**config.mk**
```make
export PLATFORM = sky130hd
export DESIGN_NAME = eight_bit_alu_with_flags_top
export DESIGN_NICKNAME = d
export VERILOG_FILES = /design/src/design/ebalu_pkg.sv /design/src/design/ebalu_cb.sv /design/src/design/ebalu_core.sv /design/src/design/eight_bit_alu_with_flags_top.sv
export VERILOG_INCLUDE_DIRS = /design/src /design/src/design
export SDC_FILE = /design/constraint.sdc
export NUM_CORES = 1
export LEC_CHECK = 0
export ABC_AREA = 1
export BUFFER_PORTS_ARGS = -buffer_cell sky130_fd_sc_hd__buf_2
export CAP_MARGIN = 20
export CORE_MARGIN = 3
export CORE_UTILIZATION = 58
export DETAILED_ROUTE_END_ITERATION = 12
export GPL_TIMING_DRIVEN = 0
export PLACE_DENSITY = 0.81
export SYNTH_ARGS = -nofsm -noshare
export SYNTH_HDL_FRONTEND = slang
export SYNTH_SLANG_ARGS = --single-unit
```
**constraint.sdc**
```tcl
create_clock -name clk -period 3.45 [get_ports clk]
set_input_delay 0.69 -clock clk [delete_from_list [all_inputs] [get_ports clk]]
set_output_delay 0.69 -clock clk [all_outputs]
set_load 0.05 [all_outputs]
```
**src/design/eight_bit_alu_with_flags_top_defines.svh**
```systemverilog
// Assertion macros shared by the eight-bit ALU design files.
// Depends on nothing; each macro expects clk and rst_n in scope where it is used.
`ifndef EIGHT_BIT_ALU_WITH_FLAGS_TOP_DEFINES_SVH
`define EIGHT_BIT_ALU_WITH_FLAGS_TOP_DEFINES_SVH

// Same-cycle implication, disabled while reset is asserted.
`define EBALU_ASSERT_IMPL(label, ante, cons, msg) \
  label: assert property (@(posedge clk) disable iff (!rst_n) (ante) |-> (cons)) \
    else $error(msg);

// Next-cycle implication, disabled while reset is asserted.
`define EBALU_ASSERT_NEXT(label, ante, cons, msg) \
  label: assert property (@(posedge clk) disable iff (!rst_n) (ante) |=> (cons)) \
    else $error(msg);

`endif

```
**src/design/ebalu_pkg.sv**
```systemverilog
// Shared types, operation codes and flag bit positions for the eight-bit ALU.
// Depends on nothing; used by every module of the block.
`default_nettype none

package ebalu_pkg;

  // Action codes.
  localparam logic [3:0] ACT_ADD = 4'd0;
  localparam logic [3:0] ACT_ADC = 4'd1;
  localparam logic [3:0] ACT_SUB = 4'd2;
  localparam logic [3:0] ACT_SBC = 4'd3;
  localparam logic [3:0] ACT_AND = 4'd4;
  localparam logic [3:0] ACT_XOR = 4'd5;
  localparam logic [3:0] ACT_CP  = 4'd6;
  localparam logic [3:0] ACT_INC = 4'd7;
  localparam logic [3:0] ACT_DEC = 4'd8;
  localparam logic [3:0] ACT_CB  = 4'd9;

  // CB group, taken from the upper two bits of the CB sub-opcode.
  localparam logic [1:0] CBG_SHIFT = 2'd0;
  localparam logic [1:0] CBG_BIT   = 2'd1;
  localparam logic [1:0] CBG_RES   = 2'd2;
  localparam logic [1:0] CBG_SET   = 2'd3;

  // Rotate and shift kinds, the lower three bits of the CB sub-opcode.
  localparam logic [2:0] SH_RLC = 3'd0;
  localparam logic [2:0] SH_RRC = 3'd1;
  localparam logic [2:0] SH_RL  = 3'd2;
  localparam logic [2:0] SH_RR  = 3'd3;
  localparam logic [2:0] SH_SLA = 3'd4;
  localparam logic [2:0] SH_SRA = 3'd5;
  localparam logic [2:0] SH_SLL = 3'd6;
  localparam logic [2:0] SH_SRL = 3'd7;

  // Flag bit positions.
  localparam int FL_C  = 0;
  localparam int FL_N  = 1;
  localparam int FL_PV = 2;
  localparam int FL_B3 = 3;
  localparam int FL_H  = 4;
  localparam int FL_B5 = 5;
  localparam int FL_Z  = 6;
  localparam int FL_S  = 7;

  typedef struct packed {
    logic [3:0] action;
    logic [4:0] cb_op;
    logic [7:0] acc_in;
    logic [7:0] operand;
    logic [7:0] flags_in;
  } alu_req_t;

  typedef struct packed {
    logic [7:0] result;
    logic [7:0] flags_out;
    logic       write_result;
  } alu_res_t;

  // One for an even number of set bits.
  function automatic logic even_par(input logic [7:0] v);
    return ~(^v);
  endfunction

endpackage

`default_nettype wire

```
**src/design/ebalu_cb.sv**
```systemverilog
// CB group unit: rotates, shifts, bit test, bit reset and bit set.
// Depends on ebalu_pkg.
`default_nettype none

module ebalu_cb
  import ebalu_pkg::*;
(
  input  alu_req_t req,
  output alu_res_t res
);

  logic [7:0] v;
  logic [7:0] f;
  logic [2:0] bsel;
  logic [7:0] mask;
  logic [7:0] sh_val;
  logic       sh_c;

  assign v    = req.operand;
  assign f    = req.flags_in;
  assign bsel = req.cb_op[2:0];
  assign mask = 8'h01 << bsel;

  always_comb begin
    unique case (bsel)
      SH_RLC: begin
        sh_c = v[7]; sh_val = {v[6:0], v[7]};
      end
      SH_RRC: begin
        sh_c = v[0]; sh_val = {v[0], v[7:1]};
      end
      SH_RL: begin
        sh_c = v[7]; sh_val = {v[6:0], f[FL_C]};
      end
      SH_RR: begin
        sh_c = v[0]; sh_val = {f[FL_C], v[7:1]};
      end
      SH_SLA: begin
        sh_c = v[7]; sh_val = {v[6:0], 1'b0};
      end
      SH_SRA: begin
        sh_c = v[0]; sh_val = {v[7], v[7:1]};
      end
      SH_SLL: begin
        sh_c = v[7]; sh_val = {v[6:0], 1'b1};
      end
      SH_SRL: begin
        sh_c = v[0]; sh_val = {1'b0, v[7:1]};
      end
    endcase
  end

  always_comb begin
    res.result       = v;
    res.flags_out    = f;
    res.write_result = 1'b1;
    unique case (req.cb_op[4:3])
      CBG_SHIFT: begin
        res.result          = sh_val;
        res.flags_out[FL_C]  = sh_c;
        res.flags_out[FL_N]  = 1'b0;
        res.flags_out[FL_H]  = 1'b0;
        res.flags_out[FL_S]  = sh_val[7];
        res.flags_out[FL_Z]  = (sh_val == 8'h00);
        res.flags_out[FL_PV] = even_par(sh_val);
      end
      CBG_BIT: begin
        res.flags_out[FL_H] = 1'b1;
        res.flags_out[FL_N] = 1'b0;
        res.flags_out[FL_Z] = ~v[bsel];
        res.write_result    = 1'b0;
      end
      CBG_RES: begin
        res.result = v & ~mask;
      end
      CBG_SET: begin
        res.result = v | mask;
      end
    endcase
  end

endmodule

`default_nettype wire

```
**src/design/ebalu_core.sv**
```systemverilog
// Combinational ALU datapath: shared 8-bit adder, logic ops, compare, inc/dec,
// and the CB unit. Depends on ebalu_pkg and ebalu_cb.
`default_nettype none

module ebalu_core
  import ebalu_pkg::*;
(
  input  alu_req_t req,
  output alu_res_t res
);

  logic [7:0] a;
  logic [7:0] v;
  logic [7:0] f;
  logic [7:0] add_x;
  logic [7:0] add_y;
  logic       add_cin;
  logic [8:0] sum;
  logic [7:0] sum8;
  logic       cout;
  logic       ovf;
  logic [7:0] add_fl;
  logic [7:0] lg;
  alu_res_t   cb_res;

  assign a = req.acc_in;
  assign v = req.operand;
  assign f = req.flags_in;

  ebalu_cb u_cb (
    .req (req),
    .res (cb_res)
  );

  // Operand steering for the single adder. Subtraction is a + ~b + 1, or a + ~b + ~C for SBC.
  always_comb begin
    add_x   = a;
    add_y   = v;
    add_cin = 1'b0;
    unique case (req.action)
      ACT_ADC: add_cin = f[FL_C];
      ACT_SUB, ACT_CP: begin
        add_y = ~v; add_cin = 1'b1;
      end
      ACT_SBC: begin
        add_y = ~v; add_cin = ~f[FL_C];
      end
      ACT_INC: begin
        add_x = v; add_y = 8'h01;
      end
      ACT_DEC: begin
        add_x = v; add_y = 8'hFE; add_cin = 1'b1;
      end
      default: ;
    endcase
  end

  assign sum  = {1'b0, add_x} + {1'b0, add_y} + {8'h00, add_cin};
  assign sum8 = sum[7:0];
  assign cout = sum[8];
  assign ovf  = add_x[7] ^ add_y[7] ^ sum8[7] ^ cout;

  always_comb begin
    add_fl        = f;
    add_fl[FL_S]  = sum8[7];
    add_fl[FL_Z]  = (sum8 == 8'h00);
    add_fl[FL_PV] = ovf;
    add_fl[FL_C]  = cout;
  end

  assign lg = (req.action == ACT_AND) ? (a & v) : (a ^ v);

  always_comb begin
    res.result       = a;
    res.flags_out    = f;
    res.write_result = 1'b1;
    unique case (req.action)
      ACT_ADD, ACT_ADC: begin
        res.result          = sum8;
        res.flags_out       = add_fl;
        res.flags_out[FL_N] = 1'b0;
      end
      ACT_SUB, ACT_SBC: begin
        res.result          = sum8;
        res.flags_out       = add_fl;
        res.flags_out[FL_C] = ~cout;
        res.flags_out[FL_N] = 1'b1;
      end
      ACT_AND, ACT_XOR: begin
        res.result           = lg;
        res.flags_out[FL_C]  = 1'b0;
        res.flags_out[FL_N]  = 1'b0;
        res.flags_out[FL_H]  = 1'b0;
        res.flags_out[FL_S]  = lg[7];
        res.flags_out[FL_Z]  = (lg == 8'h00);
        res.flags_out[FL_PV] = even_par(lg);
      end
      ACT_CP: begin
        res.flags_out        = 8'h00;
        res.flags_out[FL_B3] = v[3];
        res.flags_out[FL_B5] = v[5];
        res.flags_out[FL_N]  = 1'b1;
        res.flags_out[FL_S]  = sum8[7];
        res.flags_out[FL_Z]  = (sum8 == 8'h00);
        res.flags_out[FL_C]  = ~cout;
        res.write_result     = 1'b0;
      end
      ACT_INC, ACT_DEC: begin
        res.result          = sum8;
        res.flags_out       = add_fl;
        res.flags_out[FL_C] = f[FL_C];
      end
      ACT_CB: begin
        res = cb_res;
      end
      default: begin
        res.write_result = 1'b0;
      end
    endcase
  end

endmodule

`default_nettype wire

```
**src/design/eight_bit_alu_with_flags_top.sv**
```systemverilog
// Top level of the eight-bit ALU with Z80-style flags; uses ebalu_pkg, ebalu_core.
// An accepted beat is held in the input register and then in the result register,
// which raises out_valid.
// Throughput: one beat per cycle; busy is always low, since one pass of short
// combinational logic sits between the input register and the result register.
// Reset (rst_n low, synchronous) clears both valid bits; payload is not reset.
`default_nettype none
`include "eight_bit_alu_with_flags_top_defines.svh"

module eight_bit_alu_with_flags_top
  import ebalu_pkg::*;
(
  input  wire logic       clk,
  input  wire logic       rst_n,
  input  wire logic       start,
  output logic            busy,
  input  wire logic [3:0] in_action,
  input  wire logic [4:0] in_cb_op,
  input  wire logic [7:0] in_acc_in,
  input  wire logic [7:0] in_operand,
  input  wire logic [7:0] in_flags_in,
  output logic            out_valid,
  output logic [7:0]      out_result,
  output logic [7:0]      out_flags_out,
  output logic            out_write_result
);

  // The pipeline never stalls: the receiver must take every strobed beat, which the
  // block does not enforce; the block takes a new beat every cycle and busy stays low.
  logic     accept;
  alu_req_t req_r;
  alu_req_t req_nxt;
  logic     req_vld_r;
  alu_res_t core_res;
  alu_res_t res_r;
  logic     res_vld_r;

  assign busy   = 1'b0;
  assign accept = start & ~busy;

  assign req_nxt.action   = in_action;
  assign req_nxt.cb_op    = in_cb_op;
  assign req_nxt.acc_in   = in_acc_in;
  assign req_nxt.operand  = in_operand;
  assign req_nxt.flags_in = in_flags_in;

  // Input register stage. Only the valid bit is reset; the payload simply
  // follows the input on each accepted beat.
  always_ff @(posedge clk) begin
    if (!rst_n) begin
      req_vld_r <= 1'b0;
    end else begin
      req_vld_r <= accept;
    end
  end

  always_ff @(posedge clk) begin
    if (accept) begin
      req_r <= req_nxt;
    end
  end

  // All of the ALU work happens here, between the two register stages.
  ebalu_core u_core (
    .req (req_r),
    .res (core_res)
  );

  // Result register stage. Each result is shown for exactly one cycle.
  always_ff @(posedge clk) begin
    if (!rst_n) begin
      res_vld_r <= 1'b0;
    end else begin
      res_vld_r <= req_vld_r;
    end
  end

  always_ff @(posedge clk) begin
    if (req_vld_r) begin
      res_r <= core_res;
    end
  end

  assign out_valid        = res_vld_r;
  assign out_result       = res_r.result;
  assign out_flags_out    = res_r.flags_out;
  assign out_write_result = res_r.write_result;

  // An accepted beat always reaches the input stage on the next edge.
  `EBALU_ASSERT_NEXT(a_req_load, accept, req_vld_r, "accepted beat did not enter input stage")

  // Every loaded input stage produces a result strobe in the following cycle.
  `EBALU_ASSERT_NEXT(a_res_follow, req_vld_r, out_valid, "input stage did not reach result")

  // A result that is not written back only ever returns the accumulator
  // (compare and unused actions) or the operand (bit test).
  `EBALU_ASSERT_IMPL(a_nowr_value, out_valid && !out_write_result, (out_result == $past(req_r.acc_in)) || (out_result == $past(req_r.operand)), "non-written result is not acc or operand")

endmodule

`default_nettype wire
```
=== Yosys cells after proc, flatten, opt, wreduce, memory -nomap -nowiden ===
Index checks and enable logic that the tools add are counted.

* Word-level logic and storage cells: 91
* Latch bits: 0
* Register bits: 52
* RAM bits: 0
* Input port bits: 36
* Memories: 0
* Bits in read-only memories: 0

* Multiply operators: 0
* Order comparisons: 1
* Shift-type cells: 1
* Div/mod/pow operators: 0
* Bitwise operators: 14
* Add/subtract/negate cells: 2
* Eq/ne operators: 19
* Reduce and logical (&&, ||, !) cells: 21
* Multiplexer cells: 23

{| class="wikitable"
|+ Operator list
! kind !! count
|-
| $pmux W8 S3 || 3
|-
| $pmux W8 S8 || 1
|-
| $logic_not A8 Y1 || 3
|-
| $pmux W3 S6 || 1
|-
| $and A8 B8 Y8 || 2
|-
| $eq A4 B3 Y1 const B || 4
|-
| $mux W8 || 2
|-
| $not A8 Y8 || 2
|-
| $reduce_xor A8 Y1 || 2
|-
| $eq A3 B3 Y1 const B || 4
|-
| $pmux W1 S2 || 5
|-
| $reduce_or A2 Y1 || 5
|-
| $add A8 B8 Y9 || 1
|-
| $add A9 B1 Y9 || 1
|-
| $reduce_or A3 Y1 || 3
|-
| $eq A4 B2 Y1 const B || 2
|-
| $eq A4 B4 Y1 const B || 2
|-
| $mux W1 || 8
|-
| $or A8 B8 Y8 || 1
|-
| $reduce_or A4 Y1 || 2
|-
| $reduce_or A8 Y1 || 1
|-
| $shl A1 B3 Y8 const A || 1
|-
| $xor A8 B8 Y8 || 1
|-
| $reduce_or A7 Y1 || 1
|-
| other kinds (15) || 23
|}

=== Logic depth before layout (Yosys ltp) ===
Gate-level depths: netlist of the first run.

* Word-level depth: 8
* Gate-level depth with buffers: 22

=== By module ===
A second synthesis of the first run with hierarchy kept.

* Cell total of the unflattened synthesis: 443
* Area total of the unflattened synthesis: 3829.9 um^2

{| class="wikitable"
|+ Modules (own cells, without submodules)
! module !! area each (um^2) !! cells each !! seq. area each (um^2) !! times used
|-
| eight_bit_alu_with_flags_top || 1567.8 || 58 || 1541.5 || 1
|-
| ebalu_core || 1517.7 || 254 || 0.0 || 1
|-
| ebalu_cb || 744.5 || 131 || 0.0 || 1
|}

=== Worst setup path before layout of the first run ===
No wires, ideal clock.

* Path kind: flip-flop to flip-flop
* Start point: register req_r[30] (netlist name)
* End point: register res_r (netlist bit out_flags_out[0]) (data pin)
* Slack: 0.648 ns
* Arrival: 2.537 ns
* Path buffers: 2
* Library setup time: 0.265 ns
* Cell stages (with the launch flop): 17
* Clock period less this slack: 2.802 ns
* Cells stage by stage: edfxtp_1 buf_4 inv_2 nand2_2 nor2_2 nor2_4 buf_6 nand2_1 o21ai_1 fa_1 fa_1 nand4_1 nand3_1 nand2_1 nand2_1 nand3_1 nand4_1

{| class="wikitable"
|+ RTL lines
! item !! line !! source
|-
| from (decl) || eight_bit_alu_with_flags_top.sv:31 || <nowiki>alu_req_t req_r;</nowiki>
|-
| from (signal assigned) || eight_bit_alu_with_flags_top.sv:59 || <nowiki>req_r <= req_nxt;</nowiki>
|-
| to (signal assigned) || eight_bit_alu_with_flags_top.sv:80 || <nowiki>res_r <= core_res;</nowiki>
|-
| to (decl) || eight_bit_alu_with_flags_top.sv:35 || <nowiki>alu_res_t res_r;</nowiki>
|}

==> impl_metrics.ini, run 1 <==
[run_status]
outcome = finished clean

[timing]
setup_violations = 0
whs_ps = 536
clock.fmax_mhz = 307
slew_violations = 0
period_needed_ps = 3260
setup_slack_ps = 188
skew_ps = 14.9
min_period_over_period = 0.945
hold_viol_final = 0
relSlewSlack = 0.411
tightest_slew_ps = 874

[placed_design]
routabilityCongestion = 1.01
preCtsSetupSlack_ps = 170
dpl.hpwl_um = 7450
placed_cells = 575
io_buffers = 53
dpl_cell_area_um2 = 3980

[clock_tree]
holdBufCountCts = 0
cts_tree = done
cts.repair.resized = 0
htreeDepth = 2
insertion_delay_ps = 310
cts_root_buf = clkbuf_8
cts_made_buffers = 5
cts_setup_buffers = 0
path_clk_slew_ps = 100
clock_sinks = 52
clockBufferDepth = 2

[finish]
layout_commonest_cell = nand2_1
final_cell_mix = 113 x nand2_1, 58 x buf_2, 50 x edfxtp_1
area_growth_pct = 13.7
fillCellCount = 554
design_area_um2 = 4120
diodes = 0
regArea_um2 = 1540
stdcell_count = 583
drive_gt1_frac = 0.189
multi_input_area_um2 = 1840
fin_nets = 568

[floorplan]
rows = 28
die_width_um = 85.0
die_height_um = 85.0
core_area_um2 = 5990
ios = 55
die_area_um2 = 7230
initial_core_util = 0.605

[grt]
grt_pass1_vias = 3120
grt_max_degree = 35
grt_pass1_wl_um = 15200
grt_overflow = 0
grt_usage = 0.266
grt_antenna_before_repair = 0

[logic_synthesis]
ys_seq_area_frac = 0.425
syn_area_per_cell_um2 = 8.11
syn_nets = 508
yosysWarningCount = 0
synth_cell_types = 36
netlist_area_um2 = 3620
netlist_instances = 447
yosys-top-cells-area = edfxtp_1 41%, nand2_1 12%, ha_1 7.9%
yosys.area.top_type = edfxtp_1
synth_top_area_frac = 0.414
ys_ff_latch = 52

[hold_path]
min_path_type = reg -> reg

[routing]
met1_length_um = 3960
vias = 3371
drtIter0Drc = 256
vias_per_cell = 5.78
wl_per_cell_um = 16.2
drt_wl_total_um = 9460
top_layer = met4
drc_errors = 0
routed-wl-met2_um = 4340
dr.pass1.iters = 6
met3_length_um = 899
ant_nets = 0

[power_and_ir_drop]
p_leak_nw = 1.88
p_int_mw = 1.25
power_mw = 1.99
powerDensity_nw_per_um2 = 482
pwr-share-comb = 0.368
clockPowerShare = 0.224
ir_drop_v = 0.000356
p_sw_frac = 0.372
seqPwrFrac = 0.408
power_switching_mw = 0.740

[worst_setup_path]
cp_data_required_time_ps = 3500
critical_path_peak_fanout = 10
critPathCaptureType = flip-flop
critical-path-top-delay-family = simple AND/OR/NAND/NOR gates
critical_path_class = reg -> reg
cp_common_cell = nand2_1
slowest_stage = edfxtp_1
cp.arrival_ps = 3310
path_cells = nand2_1 -> nor2_4 -> nor2_4 -> clkbuf_2 -> o21ai_0 -> fa_1 -> fa_1 -> nand4_1 -> nand3_1 -> nand2_1 -> nand2_1 -> nand3_1 -> nand4_1
start_kind = flip-flop
path_buf_inv = 1
slowest_delay_ps = 510

[run]
maxCapViolCount = 0
[tightest hold or removal path: stages, from the launching register on]
cell and delay (ps):
edfxtp_1 330, nand2_1 50, o21ai_0 60
[stage by stage]
step | utilization | setup TNS [ps]
CTS | 0.685 | 0
global placement | 0.665 | 0
global route | 0.688 | -0.489
detailed placement | 0.665 | 0
finish | 0.688 | 0
floorplan | - | 0
[per-layer routing]
| metal | vias up | GRT usage |
|---|---|---|
| met5 | - | 0 |
| met4 | 0 | 0.104 |
| met3 | 20 | 0.0456 |
| met2 | 179 | 0.419 |
| met1 | 1524 | 0.368 |
| li1 | 1648 | - |
[registers in the layout (all words and copies together) (netlist names)]
signal and cells:
out_result 8, req_r 33, out_flags_out 8, out_valid 1, req_vld_r 1, out_write_result 1
[cells by family after synthesis]
kind of cell	count (synthesis)	share of synthesized area
simple gates	220	0.281
other cells	1	0.00103
flops	52	0.425
buf+inv	62	0.0704
compound gates	81	0.117
xor+xnor	6	0.0145
fa+ha+maj	25	0.0905
[power by group through the flow]
stage          Sequential (mW)  Combinational [mW]  Clock (mW)
6_report                 0.810               0.732       0.446
2_1_floorplan            0.890               0.460           0
3_5_place_dp             0.823               0.716           0
4_1_cts                  0.808               0.719       0.453
5_1_grt                  0.816               0.818       0.480
3_3_place_gp             0.820               0.701           0
[worst paths after layout]
path / startpoint / end / slack (ps) / cells past startpoint
hold reg to reg: req_r[3] / out_flags_out[3] / 540 / 2
setup reg to reg: req_r[32] / out_flags_out[0] / 190 / 13
setup / recovery: req_r[32] / out_flags_out[0] / 190 / 13
hold / removal: req_r[3] / out_flags_out[3] / 540 / 2
[cells in the mapped netlist]
library cell,n
o21a_1,1
ha_1,23
clkbuf_2,1
buf_6,1
o211ai_1,3
nor3_1,1
buf_4,2
buf_2,5
nor2_4,2
edfxtp_1,50
o2111ai_1,1
xor2_1,3
or2_0,4
nor2_2,3
nand3_1,42
inv_1,42
conb_1,1
o21ai_1,23
clkbuf_1,3
xnor2_1,3
nand2_2,3
a21oi_1,25
nand2_1,113
nor3_4,2
fa_1,2
o21ai_0,26
dfxtp_1,2
a21boi_1,1
o221ai_1,1
inv_2,7
nand4_1,17
or2_2,6
nand3b_1,2
nor2_1,22
clkinv_1,1
or2_1,3
[layout make-up]
cell class,instances,share of cell area
clock inverter,2,0.00941
sequential,52,0.374
inverter,50,0.0456
buffer,12,0.0167
timing repair buffer,53,0.0644
multi-input combinational,333,0.447
tap,75,0.0228
clock buffer,6,0.0200
No activity file was read; power rests on OpenSTA's default activity.
==> run 2, diff against run 1 <==
--- a/config.mk
+++ b/config.mk
@@ -9,11 +9,12 @@
 export ABC_AREA = 1
 export BUFFER_PORTS_ARGS = -buffer_cell sky130_fd_sc_hd__buf_2
 export CAP_MARGIN = 20
+export CORE_ASPECT_RATIO = 0.6
 export CORE_MARGIN = 3
-export CORE_UTILIZATION = 58
+export CORE_UTILIZATION = 55
 export DETAILED_ROUTE_END_ITERATION = 12
 export GPL_TIMING_DRIVEN = 0
-export PLACE_DENSITY = 0.81
+export PLACE_DENSITY = 0.77
 export SYNTH_ARGS = -nofsm -noshare
 export SYNTH_HDL_FRONTEND = slang
 export SYNTH_SLANG_ARGS = --single-unit
==> impl_metrics.ini, run 2 (synthesized netlist as in run 1, its figures left out) <==
[routing]
met1_length_um = 4640
drtIter0Drc = 416
ant_nets = 0
wl_per_cell_um = 17.1
drt_wl_total_um = 10100
met3_length_um = 1360
dr.pass1.iters = 7
vias_per_cell = 5.82
routed-wl-met2_um = 3930
drc_errors = 0
vias = 3444
top_layer = met4

[finish]
drive_gt1_frac = 0.189
fillCellCount = 556
regArea_um2 = 1540
fin_nets = 568
top_register = req_r
multi_input_area_um2 = 1840
layout_commonest_cell = nand2_1
area_growth_pct = 13.0
final_cell_mix = 113 x nand2_1, 58 x buf_2, 50 x edfxtp_1
diodes = 0
largest_reg_flops = 33

[clock_tree]
clock_sinks = 52
insertion_delay_ps = 310
htreeDepth = 2
clockBufferDepth = 2
path_clk_slew_ps = 110
cts_root_buf = clkbuf_8
cts_made_buffers = 5
cts_tree = done
holdBufCountCts = 0

[floorplan]
die_width_um = 111
core_area_um2 = 6250
initial_core_util = 0.580
ios = 55
die_height_um = 68.9
rows = 22
die_area_um2 = 7630

[worst_setup_path]
cp-startpoint = req_r[31]
cp.arrival_ps = 3340
cp_data_required_time_ps = 3490
critical_path_class = reg -> reg
start_kind = flip-flop
critical_path_peak_fanout = 10
r2r_start = req_r[31]
rr_worst_depth = 15
critPathCaptureType = flip-flop

[run_status]
outcome = finished clean

[grt]
grt_pass1_vias = 3010
grt_pass1_wl_um = 15600
grt_usage = 0.269
grt_max_degree = 35
grt_overflow = 0
grt_antenna_before_repair = 0

[placed_design]
dpl.hpwl_um = 7880
routabilityCongestion = 0.972
io_buffers = 53

[timing]
clock.fmax_mhz = 303
tns_ps = 0
relSlewSlack = 0.475
min_period_over_period = 0.956
setup_violations = 0
period_needed_ps = 3300
hold_viol_final = 0
slew_violations = 0
tightest_slew_ps = 786
skew_ps = 14.0

[power_and_ir_drop]
power_mw = 1.93
powerDensity_nw_per_um2 = 471
ir_drop_v = 0.000292
p_leak_nw = 1.86

[hold_path]
hold_depth = 2
min_path_type = reg -> reg
hp-start = req_r[6]

[run]
maxCapViolCount = 0
run 2: cell type report:
| class | instances | share of cell area |
|---|---|---|
| clock buffer | 5 | 0.0168 |
| inverter | 50 | 0.0458 |
| tap | 84 | 0.0257 |
| buffer | 12 | 0.0168 |
| sequential | 52 | 0.376 |
| multi-input combinational | 333 | 0.449 |
| timing repair buffer | 53 | 0.0648 |
| clock inverter | 3 | 0.00519 |
run 2: final timing paths:
check	end	slack, ps
max reg2reg	out_flags_out[0]	150
min	out_flags_out[6]	530
max	out_flags_out[0]	150
min reg2reg	out_flags_out[6]	530
run 2: layer usage:
| layer | global-route usage | up-vias |
|---|---|---|
| met5 | 0 | - |
| met4 | 0.0753 | 0 |
| met3 | 0.124 | 28 |
| met2 | 0.372 | 217 |
| met1 | 0.376 | 1547 |
| li1 | - | 1652 |
run 2: repair_timing:
item,4_1_cts,5_1_grt
setup endpoints to repair,0,6
resized for setup,0,5
setup buffers,0,0
run 2: metrics by stage:
| step | worst slack [ps] | utilization | instances | hold WS, ps | cell area [µm²] |
|---|---|---|---|---|---|
| floorplan | 648 | - | 447 | 491 | 3620 |
| global route | -1.44 | 0.655 | 592 | 531 | 4100 |
| finish | 152 | 0.655 | 592 | 530 | 4100 |
| detailed placement | 180 | 0.639 | 584 | 520 | 3990 |
| CTS | 148 | 0.654 | 592 | 537 | 4080 |
| global placement | 206 | 0.639 | 584 | 517 | 3990 |
run 2: report_power, final:
part	switching, mW	internal (mW)	leakage [nW]
Clock	0.217	0.145	0.0445
Combinational	0.507	0.250	1.32
Sequential	0.0444	0.765	0.495
run 2: worst max-delay path, cell delays in order, from the launching register on:
cell,delay (ps)
edfxtp_1,500
inv_2,90
nand2_1,110
nor2_2,260
nor2_4,70
buf_6,160
nand2_1,120
o21ai_1,90
fa_1,520
fa_1,470
nand4_1,130
nand3_1,120
nand2_1,130
nand2_1,90
nand3_1,80
nand4_1,90
